**config.mk**
```make
export PLATFORM = sky130hd
export DESIGN_NAME = cgos_queue
export DESIGN_NICKNAME = d
export VERILOG_FILES = /design/src/design/cgos_queue.sv
export SDC_FILE = /design/constraint.sdc
export NUM_CORES = 1
export LEC_CHECK = 0
export ABC_AREA = 1
export BUFFER_PORTS_ARGS = -buffer_cell sky130_fd_sc_hd__clkbuf_2
export CAP_MARGIN = 20
export CORE_UTILIZATION = 44
export DETAILED_ROUTE_END_ITERATION = 8
export HOLD_SLACK_MARGIN = 0.1
export PLACE_DENSITY = 0.76
export SETUP_SLACK_MARGIN = 0.02
export SKIP_CTS_REPAIR_TIMING = 1
export SYNTH_ARGS = -nofsm -noshare
export SYNTH_HDL_FRONTEND = slang
export SYNTH_SLANG_ARGS = --single-unit
```
**constraint.sdc**
```tcl
create_clock -name i_clk -period 1.11 [get_ports i_clk]
set_input_delay 0 -clock i_clk [delete_from_list [all_inputs] [get_ports i_clk]]
set_output_delay 0 -clock i_clk [all_outputs]
set_load 0.05 [all_outputs]
```
**src/design/cgos_queue.sv**
```systemverilog
// short register queue between front and back ends
// no dependencies

module cgos_queue #(
    parameter int DEPTH = 4,
    parameter int W     = 8
) (
    input  logic         i_clk,
    input  logic         i_rst_n,
    input  logic         i_push,
    input  logic [W-1:0] i_data,
    output logic         o_full,
    input  logic         i_pop,
    output logic         o_empty,
    output logic [W-1:0] o_data
);
    localparam int AW = (DEPTH > 1) ? $clog2(DEPTH) : 1;
    localparam int CW = $clog2(DEPTH + 1);

    logic [W-1:0]  r_mem [0:DEPTH-1];
    logic [AW-1:0] r_wp;
    logic [AW-1:0] r_rp;
    logic [CW-1:0] r_cnt;

    assign o_full  = (r_cnt == CW'(DEPTH));
    assign o_empty = (r_cnt == '0);
    assign o_data  = r_mem[r_rp];

    always_ff @(posedge i_clk) begin
        if (!i_rst_n) begin
            r_wp  <= '0;
            r_rp  <= '0;
            r_cnt <= '0;
        end else begin
            if (i_push) begin
                r_wp <= (r_wp == AW'(DEPTH - 1)) ? '0 : AW'(r_wp + 1'b1);
            end
            if (i_pop) begin
                r_rp <= (r_rp == AW'(DEPTH - 1)) ? '0 : AW'(r_rp + 1'b1);
            end
            if (i_push && !i_pop) begin
                r_cnt <= CW'(r_cnt + 1'b1);
            end else if (!i_push && i_pop) begin
                r_cnt <= CW'(r_cnt - 1'b1);
            end
        end
    end

    always_ff @(posedge i_clk) begin
        if (i_push) begin
            r_mem[r_wp] <= i_data;
        end
    end

endmodule

```
After elaboration in Yosys (flattened, before gate mapping)

Memory sizes are Yosys's and may differ from the RTL's. A register that Yosys moved wholly into a read port is not among the register bits.
Index checks and enable logic that the tools add are counted.

Reduce and logical (&&, ||, !) cells: 6
Eq/ne operators: 3
Mux-type cells: 8
Add/sub/neg operators: 4

Operator list:

| kind                  | number |
|---|---|
| $mux W2               | 4 |
| $mux W3               | 2 |
| $add A2 B1 Y2 const B | 2 |
| $eq A2 B2 Y1 const B  | 2 |
| $add A3 B1 Y3 const B | 1 |
| $eq A3 B3 Y1 const B  | 1 |
| $logic_not A3 Y1      | 1 |
| $sub A3 B1 Y3 const B | 1 |
| $logic_and A1 B1 Y1   | 2 |
| $logic_not A1 Y1      | 2 |
| $mux W1               | 2 |
| $reduce_bool A2 Y1    | 1 |

Register bits after elaboration: 7
Logic and storage cells: 25
Output and inout bits: 10
Memory bits (writable): 32
Input bits: 12
Memories: 1

Memory list:

| name  | depth | bits a word | rd ports | clocked after Yosys merged registers in | write ports | line | source |
|---|---|---|---|---|---|---|---|
| r_mem | 4     | 8           | 1        | 1                                       | 1           | 20   | `logic [W-1:0] r_mem [0:DEPTH-1];` |

Logic depth before layout (Yosys ltp)

Gate-level depths: netlist of run 1.

Depth after elaboration: 4
Gate-level depth with buffers: 10
Depth with buffers taken out: 10

Worst setup path after synthesis of run 1

OpenSTA, ideal clock, no wires.

Path kind: register to output
Start: register r_cnt[0]
End: output port o_empty
Required time: 1.110 ns
Slack: -0.321 ns
Arrival: 1.431 ns
Stages on the path, launching flop included: 2
Path buffers: 0
Cell sequence: dfxtp_1 > nor3_1

Longest elaborated chain between the ends: 1

Ends and longest elaborated chain:

| item                   | line | source |
|---|---|---|
| from (decl)            | 23   | `logic [CW-1:0] r_cnt;` |
| from (signal assigned) | 42   | `r_cnt <= CW'(r_cnt + 1'b1);` |
| from (signal assigned) | 44   | `r_cnt <= CW'(r_cnt - 1'b1);` |
| $logic_not A3 Y1       | 26   | `assign o_empty = (r_cnt == '0);` |
| to (decl)              | 14   | `output logic o_empty,` |

Every way passes these cells.

==> results.txt, run 1 <==
* Met2 capacity usage during global routing: 0.3038
* Clock tree from TritonCTS: yes
- For this run, the number of standard cells in the final layout without fillers is roughly 240.
- The first TritonRoute pass finished after 4 iterations.
- Of the post-synthesis cell area, the dominant cell type holds 0.5818.
- Commonest cells after routing, fill and taps aside: edfxtp_1, nor2_1, buf_6
- Clock-pin slew on the worst setup and hold paths: 0.08 ns
- Worst-margin pin slew: 0.2621 ns
- During synthesis, Yosys emitted a total of 0 warnings.
- Unrepaired setup endpoints after global routing: yes
- Final Hold Violating Endpoints: 0
- By area the synthesized netlist is led by edfxtp_1, dfxtp_1, nor2_1, ha_1, o21ai_0.
- Clk sink count: 41
* Final WS setup: -0.1689 ns
- Global routing finished with a remaining overflow of 0.
* Number of max-cap violations: 0
* Number of levels the H-tree was split into: 2
- The share of the Yosys chip area taken by registers is 0.6909.
- Instance count after placement with tap cells included: 217
* Diodes inserted: 0
- The critical path is of the reg -> out type.
* Max transition margin: 0.8241
* Min Clock Period, post-route: 1.279 ns
- Fill cells in the final layout number 242.
- Input and output buffers added on the ports amount to 21.
- The die is between 60 and 70 µm wide.
* Synthesis-stage register bit count: 41
* Vias after detailed routing: ~1200
- Worst EP required: 1.11 ns
* Maximum frequency from static timing analysis: a little under 800 MHz
- Latest clock arrival within the worst-skew pair: 0.30 ns
- The core region is approximately 3500 µm².
- Post-Route Skew: 0.009718 ns
- The area growth from synthesis to layout is 53.41%.
* Post-Syn Nets: 154
- Final setup violation count: 12
- Along the worst path, the maximum fanout reaches 10.
* Leading cell type in the layout, fill and taps excluded: edfxtp_1
- Number of placement rows: 21
- Violations in the final reports: setup timing
- For this run, the total global-route usage over all layers was measured as 0.1784.
- The first global-routing pass estimated between 5000 and 6000 µm of wire.
- Pre-CTS setup slack: -0.1321 ns
- At the end of the flow, the number of nets in the layout was approximately 210.
- Floorplan die area: 4002 µm²
- TritonCTS created 5 clock buffers.
- Met1 Track Usage GR: 0.2153
- The worst-case IR drop observed on VDD is approximately 1.2 mV.
* HPWL after detailed placement: 2308 µm
* Count of routing violations after the opening detailed-route iteration: 35
* Routing usage on met3: 0.05797
- Dividing the detail-routed wire length by the instance count gives 15.09 µm.
- Hold timing on the final database bottoms out at a slack of 0.1487 ns.
* RePlAce Congestion: around 0.71
- In this run the static leakage power is 0.9605 nW.
- The synthesized design spends more area on one cell type than any other, namely edfxtp_1.
* Period Utilization, post-route: 1.152
- Distinct cells, synth: 19
* Maximum count of clock buffers along a single path: 2
* Initial antenna violation count: 0
* Post-synthesis instance total: 135
- Final Total Pwr: 4.027 mW
* Arrival time worst endpoint: 1.28 ns
- Summed over all failing endpoints, the final setup total negative slack is -1.256 ns.
* Share of cells above drive strength 1: 0.5263
- Clock root buffer: clkbuf_8
* CP startpoint kind: flop
* Count of unresolved DRC violations after routing: 0
* Total detailed-routing wirelength: 3562 µm
* Via count of the first global-routing pass: 1154
- The layer flagged by global routing as most heavily used is met2.
* Final ANT Viol Nets: 0
* Post-detailed-route via-to-cell ratio: 4.970
* Class of the worst hold path: in -> reg
- After synthesis, the mean cell area works out to 12.23 µm².
- Syn Std Cell Area: about 1700 µm²
* Power density cells: 1589 nW/µm²
* Initial cell density of the core: 0.4762
* Height of the die: 63.27 µm
* Setup crit end kind: output port
- FF-to-FF setup slack: -0.04 ns
- Result of the run: complete, but fails checks
* Final-report max-slew violation count: 0
- Io pins: 22
- Largest net degree at the start of global routing: 17
==> area by class of cell <==
cell class / instances / area [µm²] / area share
well taps: 46 / 57.56 / 0.02272
clock inverters: 2 / 37.54 / 0.01481
clock buffers: 6 / 82.58 / 0.03259
multi-input cells: 76 / 674.4 / 0.2662
inverters: 16 / 72.57 / 0.02864
repair buffers: 49 / 449.2 / 0.1773
flip-flops and latches: 41 / 1160 / 0.4578
==> cells by family after synthesis <==
group | after synthesis | share of synthesized area
xor gates and xnor gates | 1 | 0.005304
buffers and inverters | 18 | 0.04999
adders and majority gates | 7 | 0.05758
AOI/OAI and AO/OA | 30 | 0.1015
DFF | 41 | 0.6909
and+or+nand+nor | 38 | 0.09470
==> registers in the layout, indices dropped and copies added, names as in the netlist, named ones only <==
register and count:
r_cnt 3, r_mem 32, r_wp 2, r_rp 2
==> cell usage after synthesis, drive strengths merged <==
master and count:
nand3 1, a21oi 3, o21ai 19, nor2 24
o22ai 8, fa 1, ha 6, inv 16
buf 2, nand2 8, dfxtp 9, nor3 4
edfxtp 32, nand4 1, xor2 1
==> stage by stage <==
stage / cell area (µm²) / util
2_1_floorplan: 1762 / -
3_3_place_gp: 2042 / 0.5887
3_5_place_dp: 2042 / 0.5887
4_1_cts: 2162 / 0.6234
5_1_grt: 2534 / 0.7305
6_report: 2534 / 0.7305
==> final timing paths <==
path         cells after the start               endpoint                  start
min reg2reg                      2                   flop   r_rp[1]$_SDFFE_PN0P_
max reg2reg                      7  r_cnt[2]$_SDFFE_PN0P_  r_cnt[1]$_SDFFE_PN0P_
min                              5                   flop                  i_pop
max                              4              o_data[7]                   flop
==> routing by layer <==
metal | part of all wire | vias up
met5 | 0 | -
met4 | 0.017 | 0
met3 | 0.032 | 4
met2 | 0.56 | 27
met1 | 0.39 | 557
li1 | - | 585
==> where the power goes <==
| part | switching, mW | leakage, nW | internal, mW | total, mW |
|---|---|---|---|---|
| logic | 0.569 | 0.531 | 0.412 | 0.981 |
| registers | 0.0643 | 0.372 | 1.75 | 1.81 |
| clock network | 0.506 | 0.0574 | 0.731 | 1.24 |
==> critical path: stages (launching register included) <==
cell	delay (ns)
dfxtp_4	0.37
buf_8	0.14
o21ai_1	0.22
o22ai_4	0.09
buf_6	0.16
No activity file was read; power rests on OpenSTA's default activity.
==> run 2: changes to the inputs <==
Settings changed: ABC_AREA 1 to unset.
==> run 2 against run 1 <==
  * The run still ends with setup timing left
  * Non-clock buffer count shrank 5
  * Power shrank 17%
  * Register-to-register slack lost 0.20 ns
  * Sequential power is essentially flat
  * Clock-buffer cell count shrank 1
  * Critical path type unchanged
  * Critical endpoint is now o_data[3]
  * Largest power group unchanged
==> results.txt, run 2 <==
- Die boundary width: 62.59 µm (was 63.27 µm)
* GRT Total Usage: 0.1471 (was 0.1784)
- Pre-CTS setup slack: -0.3227 ns (was -0.1321 ns)
- Final setup violation count: 20 (was 12)
- The number of flip-flops under the largest register name is 32 (unchanged).
- Min Clock Period, post-route: 1.520 ns (was 1.279 ns)
- EDFF count, synth: 32 (unchanged)
* RePlAce Congestion: 0.6918 (was 0.7149)
- Yosys top cell by area: edfxtp_1 (unchanged)
* Clock root buffer: clkbuf_4 (was clkbuf_8)
- Number of placement rows: 21 (unchanged)
* Max transition margin: 0.8875 (was 0.8241)
- Post-detailed-route via-to-cell ratio: 4.945 (was 4.970)
- The number of antenna cells inserted was 0 (unchanged).
- Violations in the final reports: setup timing (unchanged)
* Floorplan die area: 3918 µm² (was 4002 µm²)
- The first-pass iteration count of the detailed router is 3 (was 4).
* Unrepaired setup endpoints after global routing: yes (unchanged)
- The buffer levels on the longest clock path was 2 (unchanged).
- Largest registers: r_mem (32), r_cnt (3) (unchanged).
- The via count of the routed design is 900 (was 1173).
* Commonest cells after routing, fill and taps aside: edfxtp_1, buf_6, dlygate4sd3_1, clkbuf_2, mux4_2 (was edfxtp_1, nor2_1, buf_6)
- The maximum level of the CTS H-tree came to 2 (unchanged).
- The per-cell routed wire length came to 15.42 µm (was 15.09 µm).
- Period Utilization, post-route: 1.369 (was 1.152)
- The net count after synthesis came to 105 (was 154).
- Main flop type after synthesis: edfxtp_1 (unchanged)
- Final cell count without fillers: 182 (was 236)
- End-of-flow core utilization: 0.6495 (was 0.7305)
* Count of routing violations after the opening detailed-route iteration: 29 (was 35)
* Power density cells: 1504 nW/µm² (was 1589 nW/µm²)
- The maximum clock frequency was 657.8 MHz (was 781.9 MHz).
- The synthesis-to-layout area growth was 37.34% (was 53.41%).
- Final Hold Violating Endpoints: 0 (unchanged)
* Post-synthesis instance total: 86 (was 135)
- The total of max-cap violations is 0 (unchanged).
- The instance area after placement was 1864 µm² (was 2042 µm²).
* Clk sink count: 41 (unchanged)
- The number of filler cells placed in the layout is 236 (was 242).
* Non-Filler Cell Area, Final: 2218 µm² (was 2534 µm²)
- Num CTS Buffers: 5 (unchanged)
* Arrival time worst endpoint: 1.52 ns (was 1.28 ns)
* Count leader, synth: edfxtp_1 (unchanged)
- Class of the most critical setup path: reg -> out (unchanged)
- The measured slew at the worst slew-check pin came to 0.1640 ns (was 0.2621 ns).
- The starting density of the core is 0.4729 (was 0.4762).
- The count of synthesis-stage warnings from yosys is 0 (unchanged).
* Leakage: 0.8178 nW (was 0.9605 nW)
* Layout Nets: 154 (was 208)
* Via count of the first global-routing pass: 909 (was 1154)
- Worst vdd rail ir drop: 0.7484 mV (was 1.178 mV)
- The share of flip-flops with an asynchronous set or reset came to 0 (unchanged).
- Post-Route Skew: 0.009173 ns (was 0.009718 ns)
- Result of the run: complete, but fails checks (unchanged).
* Number of buffer cells added on primary ports: 21 (unchanged)
- Total negative setup slack: -3.657 ns (was -1.256 ns)
- CP max FO: 8 (was 10)
- The clock latency on the worst-skew pair came to 0.34 ns (was 0.30 ns).
* Initial antenna violation count: 0 (unchanged)
- Io pins: 22 (unchanged)
- The die extent in y was 62.59 µm (was 63.27 µm).
* Mean instance size in the synthesized netlist: 18.78 µm² (was 12.23 µm²)
- The required time of the worst setup path was 1.11 ns (about the same).
* Largest reg by FF count: r_mem (unchanged)
- The register area share after synthesis was 0.7064 (was 0.6909).
- The type of origin of the critical path is a flop (unchanged).
- The number of distinct library cells after synthesis is 20 (was 19).
- The detailed placement HPWL came to 1800 µm (was 2308 µm).
- The fraction of layout instances using a drive strength above 1 is 0.5000 (was 0.5263).
* Portion of synthesized cell area occupied by the leading cell type: 0.5949 (was 0.5818)
- Synthesis-stage register bit count: 41 (unchanged)
* Overflow left after global routing: 0 (unchanged)
- Synth cell count leaders: edfxtp_1, dfxtp_1, mux4_2 (was edfxtp_1, nor2_1, inv_1, o21ai_0, dfxtp_1).
* Syn Std Cell Area: 1615 µm² (was 1652 µm²)
* Clock tree from TritonCTS: yes (unchanged)
* Largest net degree at the start of global routing: 14 (was 17)
- Setup crit end kind: output port (unchanged)
- The final max-slew violation count came to 0 (unchanged).
* Core area: 3416 µm² (was 3468 µm²)
- Wire length of the first global-routing pass: 4188 µm (was 5264 µm)
* Count of unresolved DRC violations after routing: 0 (unchanged)
* Leading cell type in the layout, fill and taps excluded: edfxtp_1 (unchanged)
- The path type of the worst min-delay path is in -> reg (unchanged).
- Top area cells in the synthesized netlist: edfxtp_1, dfxtp_1, mux4_2, ha_1, mux2i_1 (was edfxtp_1, dfxtp_1, nor2_1, ha_1, o21ai_0).
* Final ANT Viol Nets: 0 (unchanged)
- The wire length after detailed routing came to 2806 µm (was 3562 µm).
* Instance count after placement with tap cells included: 160 (was 217)
* Final WS setup: -0.4101 ns (was -0.1689 ns)
- The clock slew at the register clock pins of the worst setup and hold paths is 0.12 ns (was 0.08 ns).
## run 2: kinds of logic (layout without fill, tap and decap cells)
logic type	Yosys count	count (layout)	synth area share
AOI/OAI and AO/OA	3	3	0.01239
xor gates and xnor gates	2	2	0.01085
adders and majority gates	7	7	0.05887
buffers and inverters	6	56	0.01936
DFF	41	41	0.7064
muxes	12	12	0.1363
and+or+nand+nor	15	15	0.05577
## run 2: worst paths after layout
kind                                       startpoint                     to  slack (ns)  depth (start not counted)
worst max-delay path                             flop              o_data[3]       -0.41                          3
worst min-delay path                           i_push  r_cnt[2]$_SDFFE_PN0P_        0.12                          4
worst max register to register  r_cnt[0]$_SDFFE_PN0P_  r_cnt[2]$_SDFFE_PN0P_       -0.24                          4
worst min register to register  r_cnt[2]$_SDFFE_PN0P_  r_cnt[2]$_SDFFE_PN0P_        0.54                          2
## run 2: per-layer routing
layer | wire length (µm) | vias up | part of all wire | track usage
met1 | 1088 | 442 | 0.39 | 0.1646
li1 | - | 426 | - | -
met4 | 50 | 0 | 0.018 | 0.07849
met5 | 0 | - | 0 | 0
met3 | 103 | 7 | 0.037 | 0.03832
met2 | 1564 | 25 | 0.56 | 0.2554
## run 2: worst max-delay path: stages (launching register included)
cell     delay (ns)
dfxtp_2        0.36
buf_12         0.13
mux4_2         0.52
buf_6          0.17
## run 2: power breakdown
| group | internal (mW) | total (mW) | switching (mW) |
|---|---|---|---|
| Clock | 0.239 | 0.711 | 0.472 |
| Combinational | 0.385 | 0.815 | 0.430 |
| Sequential | 1.75 | 1.81 | 0.0597 |
| Total | 2.37 | 3.34 | 0.962 |
## run 2: cell type report
cell class | instances | area, µm² | share of cell area
Timing Repair Buffer | 44 | 404.1 | 0.1822
Sequential cell | 41 | 1154 | 0.5200
Clock buffer | 5 | 37.54 | 0.01692
Tap cell | 46 | 57.56 | 0.02594
Multi-Input combinational cell | 39 | 528.0 | 0.2380
Inverter | 4 | 20.02 | 0.009024
Clock inverter | 3 | 17.52 | 0.007896
## run 2: through the flow
stage | total power, mW | hold WS, ns
after global placement | 2.417 | 0.2139
after floorplan | 2.255 | 0.09887
after CTS | 3.153 | -0.1444
final | 3.335 | 0.1191
after detailed placement | 2.443 | 0.2301
after global routing | 3.499 | 0.1142
==> run 3: changes to the inputs <==
Settings changed: SKIP_CTS_REPAIR_TIMING 1 to unset.
==> run 3 against run 2 <==
  * The run still ends with setup timing left
  * Non-clock buffer count fell by 2
  * Global-route usage rose by 1.0 points
  * Highest routed layer unchanged
  * Combinational power rose by 3.6%
  * Largest power group unchanged
  * Hold slack got worse by 0.011 ns
  * Critical endpoint is now o_data[5]
  * Flip-flop and latch count did not move
  * Critical path depth did not move
  * Design area fell by 0.51%
  * Clock-buffer cell count did not move
  * Clock skew fell by 0.0026 ns
  * Fmax fell by 1.3%
  * Sequential power barely moved
==> results.txt, run 3 (synthesized netlist as in run 2, its figures left out) <==
- The area of combinational cells with multiple inputs was 515.5 µm² (was 528.0 µm²).
* DRT met1 WL: 1033 µm (was 1088 µm)
* Worst reg2reg path endpoint: r_cnt[2]$_SDFFE_PN0P_ (unchanged)
- The power per standard cell area came to 1524 nW/µm² (was 1504 nW/µm²).
- Initial cell density of the core: 0.4729 (unchanged)
- Count of routing violations after the opening detailed-route iteration: 17 (was 29)
- Max stage delay on crit path: 0.53 ns (was 0.52 ns)
- Class of the most critical setup path: reg -> out (unchanged)
- The highest-delay cell along the critical path was mux4_2 (unchanged).
- Count of cells along the worst register-to-register path: 4 (unchanged)
- The headroom to the max-slew limit is 0.8854 (was 0.8875).
- CP max FO: 8 (unchanged)
* Source of the worst register-to-register timing path: r_cnt[0]$_SDFFE_PN0P_ (unchanged)
* Register Area: 1151 µm² (was 1154 µm²)
- The fraction of layout instances using a drive strength above 1 was 0.4851 (was 0.5000).
- The weighted congestion at the end of routability-driven global placement was 0.6918 (unchanged).
- The site row count came to 21 (unchanged).
* Violations in the final reports: setup timing (unchanged)
- Part of the total power dissipated in combinational logic: 0.251 (was 0.244)
* Number of levels the H-tree was split into: 2 (unchanged)
* Leakage: 0.8152 nW (was 0.8178 nW)
- The worst setup path endpoint was o_data[5] (was o_data[3]).
* Max reg flops: 32 (unchanged)
- The residual antenna-violating net count after detailed routing is 0 (unchanged).
- Clock root buffer: clkbuf_4 (unchanged)
* Number of max-cap violations: 0 (unchanged)
* Initial antenna violation count: 0 (unchanged)
* Clock share of power: 0.212 (was 0.213)
- Overflow left after global routing: 0 (unchanged)
- The per-cell routed wire length is 15.42 µm (about the same).
- The number of design rule violations left after detail routing was 0 (unchanged).
- The top cell family by delay on the critical path was multiplexers (unchanged).
* Vias after detailed routing: 890 (was 900)
- Io pins: 22 (unchanged)
* CP startpoint kind: flop (unchanged)
- The register with the most flip-flops is r_mem (unchanged).
- The maximum clock frequency came to 649.0 MHz (was 657.8 MHz).
- The path type of the worst min-delay path is in -> reg (unchanged).
- Unrepaired setup endpoints after global routing: yes (unchanged).
- The measured slew at the worst slew-check pin was 0.1671 ns (was 0.1640 ns).
- Floorplan die area: 3918 µm² (unchanged)
- Met3 routed wirelength: 106 µm (was 103 µm)
* Largest registers: r_mem (32), r_cnt (3) (unchanged)
- Filler cell count: 241 (was 236)
- Core area: 3416 µm² (unchanged)
* Post-DP Area: 1864 µm² (unchanged)
- Number of buffer and inverter instances along the worst setup path: 2 (unchanged)
- Min Clock Period, post-route: 1.541 ns (was 1.520 ns)
- Num CTS Buffers: 5 (unchanged)
* Setup crit end kind: output port (unchanged)
* GRT Total Usage: 0.1574 (was 0.1471)
- Cts hold-fix bufs: 11
- Wire length of the first global-routing pass: 4498 µm (was 4188 µm)
- The floorplan die width was 62.59 µm (unchanged).
- The final-report hold violation count is 0 (unchanged).
- The cell depth of the worst setup path came to 3 (unchanged).
* Final setup violation count: 13 (was 20)
- Via count of the first global-routing pass: 979 (was 909)
* Final Total Pwr: 3.364 mW (was 3.335 mW)
* Final WS setup: -0.4309 ns (was -0.4101 ns)
* Largest net degree at the start of global routing: 14 (unchanged)
- Total detailed-routing wirelength: 2775 µm (was 2806 µm)
* Routed length on met2: 1595 µm (was 1564 µm)
- Height of the die: 62.59 µm (unchanged)
* Number of optimization iterations in the first detailed-route pass: 4 (was 3)
* Pre-CTS setup slack: -0.3227 ns (unchanged)
* Layout Nets: 152 (was 154)
- Synthesis-to-layout area growth: 36.64% (was 37.34%)
* Leading cell type in the layout, fill and taps excluded: edfxtp_1 (unchanged)
* Worst vdd rail ir drop: 0.8179 mV (was 0.7484 mV)
- The top metal layer carrying routed signals is met4 (unchanged).
- The internal reg-to-reg setup slack came to -0.24 ns (about the same).
- Ordered list of cells on the worst path: buf_12 > mux4_2 > buf_8 (was buf_12 > mux4_2 > buf_6)
- The post-route standard cell area excluding fillers is 2207 µm² (was 2218 µm²).
- Period Utilization, post-route: 1.388 (was 1.369)
- Arrival time worst endpoint: 1.54 ns (was 1.52 ns)
* Result of the run: complete, but fails checks (unchanged)
- The share of total power consumed by net switching is 0.2870 (was 0.2883).
* Post-detailed-route via-to-cell ratio: 4.944 (was 4.945)
* Diodes inserted: 0 (unchanged)
* Post-Route Skew: 0.006583 ns (was 0.009173 ns)
* Maximum count of clock buffers along a single path: 2 (unchanged)
- Worst EP required: 1.11 ns (about the same)
- The sequential share of power was 0.537 (was 0.542).
- Reported net switching power: 0.9654 mW (was 0.9617 mW)
* HPWL after detailed placement: 1800 µm (unchanged)
- Internal Power: 2.398 mW (was 2.374 mW)
- The final max-slew violation count came to 0 (unchanged).
- Clock tree from TritonCTS: yes (unchanged)
- Clock-pin slew on the worst setup and hold paths: 0.12 ns (about the same)
* Latest clock arrival within the worst-skew pair: 0.34 ns (about the same)
- The final core utilization is 0.6462 (was 0.6495).
- Commonest cells after routing, fill and taps aside: edfxtp_1, dlygate4sd3_1, clkbuf_2 (was edfxtp_1, buf_6, dlygate4sd3_1, clkbuf_2, mux4_2).
- Clk sink count: 41 (unchanged)
- Number of buffer cells added on primary ports: 21 (unchanged)
-- run 3: layout make-up --
class,instances,share of cell area
Timing Repair Buffer,42,0.1859
Inverter,4,0.007936
Multi-Input combinational cell,39,0.2336
Sequential cell,41,0.5215
Tap cell,46,0.02608
Clock inverter,3,0.007936
Clock buffer,5,0.01701
-- run 3: layer usage --
metal / up-vias / GRT usage
li1: 418 / -
met1: 444 / 0.1669
met2: 22 / 0.2908
met3: 6 / 0.03467
met4: 0 / 0.07849
met5: - / 0
-- run 3: how the worst min path moves through the flow --
stage,start,endpoint,slack (ns),depth (start not counted)
final,i_push,r_cnt[2]$_SDFFE_PN0P_,0.11,4
after floorplan,i_data[0],r_mem[0][0]$_DFFE_PP_,0.1,0
after global placement,i_data[3],r_mem[2][3]$_DFFE_PP_,0.21,1
after detailed placement,i_data[4],r_mem[1][4]$_DFFE_PP_,0.23,1
after global routing,i_push,r_cnt[2]$_SDFFE_PN0P_,0.09,4
after CTS,i_push,r_cnt[2]$_SDFFE_PN0P_,0.1,4
-- run 3: power groups by stage --
stage | sequential, mW | combinational, mW | clock (mW)
final | 1.81 | 0.844 | 0.712
after detailed placement | 1.83 | 0.615 | 0
after CTS | 1.80 | 0.777 | 0.742
after global routing | 1.82 | 0.890 | 0.811
after floorplan | 1.82 | 0.432 | 0
after global placement | 1.82 | 0.597 | 0
-- run 3: tightest hold or removal path, cell delays in order --
cell,delay [ns]
clkbuf_2,0.10
ha_1,0.16
or3_1,0.11
a21boi_1,0.05
-- run 3: per-stage QoR --
stage | hold WS (ns) | TNS (ns) | std cells
CTS | 0.09946 | -4.081 | 180
finish | 0.1077 | -3.760 | 180
global placement | 0.2139 | -1.534 | 160
detailed placement | 0.2301 | -2.472 | 160
global route | 0.09248 | -4.643 | 180
floorplan | 0.09887 | -0.1762 | 86
-- run 3: timing repair --
action | 4_1_cts | 5_1_grt
cloned | 0 | 0
endpoints found under the hold margin | 41 | 1
endpoints found under the setup margin | 44 | 41
buffers inserted | 1 | 0
pin swaps | 2 | 2
gates resized for setup | 28 | 21
